[src/sv/saic_pkg.sv]
// Package for the set-associative instruction cache: geometry constants,
// payload structs, state and result-kind enums. No dependencies.
`timescale 1ns / 1ps
`default_nettype none
package saic_pkg;
    localparam int SETS           = 64;
    localparam int LINE_HALFWORDS = 8;
    localparam int WAYS           = 2;

    localparam int OFF_W  = $clog2(LINE_HALFWORDS);
    localparam int SET_W  = $clog2(SETS);
    localparam int WAY_W  = (WAYS > 1) ? $clog2(WAYS) : 1;
    localparam int TAG_W  = 31 - OFF_W - SET_W;
    localparam int LINE_W = SET_W + OFF_W;

    localparam logic [7:0] MISS_PENALTY_RST = 8'd15;
    localparam logic [7:0] HIT_COST_RST     = 8'd1;

    typedef enum logic [1:0] {
        K_HIT  = 2'd0,
        K_MISS = 2'd1,
        K_FILL = 2'd2
    } t_kind;

    typedef enum logic [1:0] {
        S_IDLE,
        S_LOOK,
        S_FRD,
        S_FOUT
    } t_state;

    typedef enum logic {
        CFG_MISS_PENALTY = 1'b0,
        CFG_HIT_COST     = 1'b1
    } t_cfg_idx;

    typedef enum logic {
        ACT_FETCH = 1'b0,
        ACT_FILL  = 1'b1
    } t_action;

    typedef struct packed {
        logic        action;
        logic [31:0] address;
        logic        new_fetch;
        logic [15:0] fill_data;
    } t_in;

    typedef struct packed {
        logic [1:0]  kind;
        logic [15:0] data;
        logic [31:0] line_address;
        logic [2:0]  way;
        logic [31:0] hit_count;
        logic [31:0] miss_count;
        logic [31:0] cycle_count;
    } t_out;

    typedef struct packed {
        logic             hit;
        logic [WAY_W-1:0] hit_way;
        logic [WAY_W-1:0] victim;
    } t_look;
endpackage
`default_nettype wire

[src/sv/saic_lookup.sv]
// Tag compare and victim choice for one set of the instruction cache.
// Depends on saic_pkg.
`timescale 1ns / 1ps
`default_nettype none
module saic_lookup
    import saic_pkg::*;
(
    input  wire logic [WAYS-1:0][TAG_W-1:0] i_tags,
    input  wire logic [WAYS-1:0]            i_valid,
    input  wire logic [TAG_W-1:0]           i_tag,
    input  wire logic [31:0]                i_cycle,
    output t_look                           o_look
);
    logic             w_hit;
    logic [WAY_W-1:0] w_hit_way;
    logic             w_inv;
    logic [WAY_W-1:0] w_inv_way;

    // Walk downward so the lowest matching or invalid way wins.
    always_comb begin
        w_hit     = 1'b0;
        w_hit_way = '0;
        w_inv     = 1'b0;
        w_inv_way = '0;
        for (int w = WAYS - 1; w >= 0; w--) begin
            if (i_valid[w] && (i_tags[w] == i_tag)) begin
                w_hit     = 1'b1;
                w_hit_way = WAY_W'(w);
            end
            if (!i_valid[w]) begin
                w_inv     = 1'b1;
                w_inv_way = WAY_W'(w);
            end
        end
        o_look.hit     = w_hit;
        o_look.hit_way = w_hit_way;
        o_look.victim  = w_inv ? w_inv_way : WAY_W'(i_cycle % WAYS);
    end
endmodule
`default_nettype wire

[config.mk]
export PLATFORM = sky130hd
export DESIGN_NAME = saic_lookup
export DESIGN_NICKNAME = d
export VERILOG_FILES = /design/src/sv/saic_pkg.sv /design/src/sv/saic_lookup.sv
export SDC_FILE = /design/constraint.sdc
export NUM_CORES = 1
export LEC_CHECK = 0
export BUFFER_PORTS_ARGS = -buffer_cell sky130_fd_sc_hd__buf_2
export CAP_MARGIN = 20
export CORE_AREA = 4 4 48 50
export DETAILED_ROUTE_END_ITERATION = 12
export DIE_AREA = 0 0 52 54
export PLACE_DENSITY = 0.88
export SLEW_MARGIN = 20
export SYNTH_ARGS = -nofsm -noshare
export SYNTH_HDL_FRONTEND = slang
export SYNTH_SLANG_ARGS = --single-unit
[constraint.sdc]
create_clock -name vclk -period 1.97
set_clock_uncertainty 0.05 [all_clocks]
set_input_delay 0.2955 -clock vclk [all_inputs]
set_output_delay 0.2955 -clock vclk [all_outputs]
set_load 0.05 [all_outputs]
==> results of run 1 <==
-- per-layer routing --
layer	vias up	wire, um	GRT usage (%)
li1	365	-	-
met2	30	1072	23.01
met5	-	0	0
met3	0	138	0.5540
met4	0	0	0
met1	294	604	13.27
-- final timing paths --
check	start	slack, ns	cells past startpoint	endpoint
setup / recovery	i_tag[16]	0.13	7	o_look[2]
hold / removal	i_valid[1]	0.89	3	o_look[0]
-- kinds of logic (layout without fill, tap and decap cells) --
logic type | Yosys count | after routing | share of synthesized area [%]
xor gates and xnor gates | 44 | 44 | 72.13
buffers and inverters | 3 | 73 | 3.511
and+or+nand+nor | 18 | 18 | 22.95
AOI/OAI and AO/OA | 1 | 1 | 1.406
-- metrics by stage --
stage / cell area (um2) / util (%)
floorplan: 534.3 / -
global placement: 913.4 / 48.03
detailed placement: 913.4 / 48.03
CTS: 913.4 / 48.03
global route: 928.4 / 48.82
finish: 928.4 / 48.82
-- cell usage in the layout, fill, tap and decap left out, drive strengths merged --
master	n
inv	1
xor2	26
nand4	7
nand2b	1
buf	71
nor3	2
xnor2	18
a21boi	1
nor4	6
clkbuf	1
nor2	2
-- worst max-delay path, cell delays in order --
cell and delay (ns):
buf_2 0.11, xor2_1 0.16, nor4_2 0.30, nand4_1 0.14, nor3_2 0.14, nand2b_1 0.12, clkbuf_4 0.22
-- layout make-up --
cell class | instances | share of cell area, %
repair buffers | 72 | 39.08
inverters | 1 | 0.4043
multi-input cells | 63 | 56.87
well taps | 27 | 3.639
-- power breakdown --
group	switching [mW]	total, mW	internal (mW)
Sequential	0	0	0
Combinational	0.0828	0.185	0.102
Clock	0	0	0
==> metrics.md, run 1 <==
| Metric | Value |
|---|---|
| Syn_nets | `166` |
| 1st-iter DRT viols | `1` |
| Setup Viol. Count Final | `0` |
| Placed Cells incl. Taps | `163` |
| Worst setup EP type | `output pin` |
| Slew Limit Fails | `0` |
| RePlAce Congestion | `0.7552` |
| Cell Area, Synth | `534.3 um2` |
| Post-synth cell types | `12` |
| # nets final | `238` |
| VDD IR max | `0.09283 mV` |
| Synth top area cells | `xor2_1, xnor2_1, nor4_1` |
| Final Critical Period | `1.837 ns` |
| Die height | `54 um` |
| Period utilisation layout | `93.25%` |
| Average wire per standard cell | `11.13 um` |
| Gr ovfl total | `0` |
| Syn Inst Count | `66` |
| Crit path kind | `in2out` |
| Min Hold Slack | `roughly 0.89 ns` |
| Fmax | `roughly 540 MHz` |
| Most common cell in the synthesized netlist | `xor2_1` |
| CTS Hold Bufs | `0` |
| Unrepaired setup endpoints after global routing | `false` |
| Rows | `16` |
| Layout area overhead | `73.77%` |
| WP data arrival | `1.49 ns` |
| Top post-synthesis cells by count | `xor2_1, xnor2_1, nor4_1` |
| Pwr Total | `0.1845 mW` |
| Number of vias per cell | `4.227` |
| Num sequential | `0` |
| PostCTS Resize Cnt | `0` |
| PortBufs | `72` |
| Die footprint | `2808 um2` |
| Layout cells sized above 1 | `56.62%` |
| Worst slew margin | `80.68%` |
| Area of the core | `1902 um2` |
| GRT Total Usage | `11.19%` |
| Multi-input gate area | `528.0 um2` |
| Worst hold path type | `in2out` |
| Antenna viol nets, final | `0` |
| Fill count | `190` |
| Max_cap viols | `0` |
| Pwr/cell area | `approximately 200 nW/um2` |
| Largest net degree at the start of global routing | `3` |
| Initial Utilization | `28.09%` |
| Die width | `52 um` |
| Sequential-to-total area share from yosys stat | `0%` |
| Setup ws final | `0.1329 ns` |
| IO Pins | `103` |
| Worst Tran Pin Value | `between 0.2 and 0.3 ns` |
| Vias in the first global route | `660` |
| Endpoints failing hold | `0` |
| Post-route DRC | `0` |
| Setup TNS | `0 ns` |
| Startpoint Class | `primary input` |
| FF+latch area | `0 um2` |
| CP max FO | `2` |
| HPWL after DPL | `1757 um` |
| # diodes | `0` |
| Syn. warnings | `0` |
| Initial antenna violation count | `0` |
| Non-Filler Instances | `about 160` |
| Area share of the largest cell type after synthesis | `42.62%` |
| Worst path required time | `1.62 ns` |
| DRT Wirelength | `1815 um` |
| Area leader, netlist | `xor2_1` |
| Leak | `between 0.4 and 0.5 nW` |
| Post-CTS Setup Bufs | `0` |
| Synth Area per Inst | `roughly 8 um2` |
| First-pass DRT Iterations | `2` |
| # clk buffers | `0` |
| First-pass GRT wire length | `2477 um` |
| Status | `finished, final reports clean` |
| Via count | `around 690` |
| Place WS | `approximately 0.035 ns` |
No activity file was read; power rests on OpenSTA's default activity.
==> run 2, diff against run 1 <==
==> constraint.sdc (replaced) <==
create_clock -name vclk -period 1.97
set_clock_uncertainty 0.05 [all_clocks]
set_input_delay 0.197 -clock vclk [all_inputs]
set_output_delay 0.197 -clock vclk [all_outputs]
set_load 0.05 [all_outputs]
==> run 2 against run 1 <==
Against the previous run:
- hold slack got worse by 0.20 ns
- non-clock buffer count unchanged
- via count decreased by 0.73%
- first-iteration DRC count unchanged
- routed wire length decreased by 0.39%
- global-route usage unchanged
- power decreased by 2.0%
- die area unchanged
- sequential share of layout area unchanged
- highest routed layer unchanged
==> metrics.md, run 2 (same netlist as run 1, synthesis figures left out) <==
| Metric | Value |
|---|---|
| Endpoints failing hold | `0` |
| WP data arrival | `1.50 ns` |
| Average wire per standard cell | `between 10 and 15 um` |
| Post-route DRC | `0` |
| Final core occ | `48.03%` |
| PortBufs | `72` |
| Rows | `16` |
| DRT Wirelength | `1808 um` |
| Via count | `about 680` |
| Antenna viol nets, final | `0` |
| Worst hold path type | `in2out` |
| Number of vias per cell | `4.196` |
| Die footprint | `2808 um2` |
| Max_cap viols | `0` |
| Setup TNS | `0 ns` |
| Vias in the first global route | `660` |
| Worst path required time | `1.72 ns` |
| Largest net degree at the start of global routing | `3` |
| Die width | `52 um` |
| Die height | `54 um` |
| Most common cell after layout, fill and taps aside | `buf_2` |
| Crit path kind | `in2out` |
| IO Pins | `103` |
| Pwr/cell area | `a little under 200 nW/um2` |
| Hold Path Depth | `3` |
| Status | `finished, final reports clean` |
| Num sequential | `0` |
| Leak | `0.4705 nW` |
| Startpoint Class | `primary input` |
| Post-CTS Setup Bufs | `0` |
| Initial Utilization | `between 20 and 30%` |
| Beginning of the worst hold path | `i_valid[1]` |
| HPWL after DPL | `1757 um` |
| Worst slew margin | `between 70 and 80%` |
| Area of the core | `1902 um2` |
| Layout cells sized above 1 | `55.15%` |
| FF+latch area | `0 um2` |
| Worst setup EP type | `output pin` |
| RePlAce Congestion | `between 0.7 and 0.8` |
| Worst Tran Pin Value | `between 0.3 and 0.4 ns` |
| CTS Hold Bufs | `0` |
| Gr ovfl total | `0` |
| 1st-iter DRT viols | `1` |
| Layout area overhead | `70.96%` |
| Min Hold Slack | `0.6926 ns` |
| # nets final | `238` |
| Slew Limit Fails | `0` |
| PostCTS Resize Cnt | `0` |
| GRT Total Usage | `11.19%` |
| # clk buffers | `0` |
| Setup Viol. Count Final | `0` |
| Most frequent cells in the layout | `buf_2, xor2_1, xnor2_1, nor4_1, nand4_1` |
| Unrepaired setup endpoints after global routing | `false` |
| VDD IR max | `0.08786 mV` |
| # diodes | `0` |
| Period utilisation layout | `about nine tenths` |
| Initial antenna violation count | `0` |
| CP max FO | `2` |
| Hold EP | `o_look[0]` |
| Fmax | `572.3 MHz` |
| First-pass DRT Iterations | `2` |
| Final Critical Period | `around 1.7 ns` |
| First-pass GRT wire length | `2477 um` |
run 2: per-stage QoR:
step | setup WS, ns | power (mW) | instance area, um2 | cells
floorplan | 0.3703 | 0.08211 | 534.3 | 66
global placement | 0.2266 | 0.1790 | 913.4 | 163
detailed placement | 0.2324 | 0.1830 | 913.4 | 163
CTS | 0.2226 | 0.1839 | 913.4 | 163
global route | 0.1271 | 0.1985 | 913.4 | 163
finish | 0.2226 | 0.1809 | 913.4 | 163
run 2: area by class of cell:
| cell class | count | area, um2 |
|---|---|---|
| Timing Repair Buffer | 72 | 360.3 |
| Inverter | 1 | 3.754 |
| Multi-Input combinational cell | 63 | 515.5 |
| Tap cell | 27 | 33.78 |
| Fill cell | 190 | 988.4 |
run 2: worst max-delay path by stage:
stage | start | slack [ns] | cells after the start | endpoint
finish | i_tag[16] | 0.22 | 7 | o_look[2]
global route | i_tag[16] | 0.13 | 7 | o_look[2]
CTS | i_tag[16] | 0.22 | 7 | o_look[2]
detailed placement | i_tag[16] | 0.23 | 7 | o_look[2]
global placement | i_tag[16] | 0.23 | 7 | o_look[2]
floorplan | i_cycle[0] | 0.37 | 2 | o_look[0]
run 2: per-layer routing:
| layer | up-vias | global-route usage, % | share of wire (%) |
|---|---|---|---|
| li1 | 365 | - | - |
| met1 | 289 | 13.27 | 33 |
| met2 | 30 | 23.01 | 59 |
| met3 | 0 | 0.5540 | 8.2 |
| met4 | 0 | 0 | 0 |
| met5 | - | 0 | 0 |
run 2: worst max-delay path: stages:
cell      delay [ns]
buf_2           0.11
xor2_1          0.15
nor4_1          0.36
nand4_1         0.16
nor3_2          0.14
nand2b_1        0.12
buf_2           0.26
run 2: power by group:
group          internal (mW)  switching, mW
combinational          0.101         0.0801
clock                      0              0
sequential                 0              0
total                  0.101         0.0801
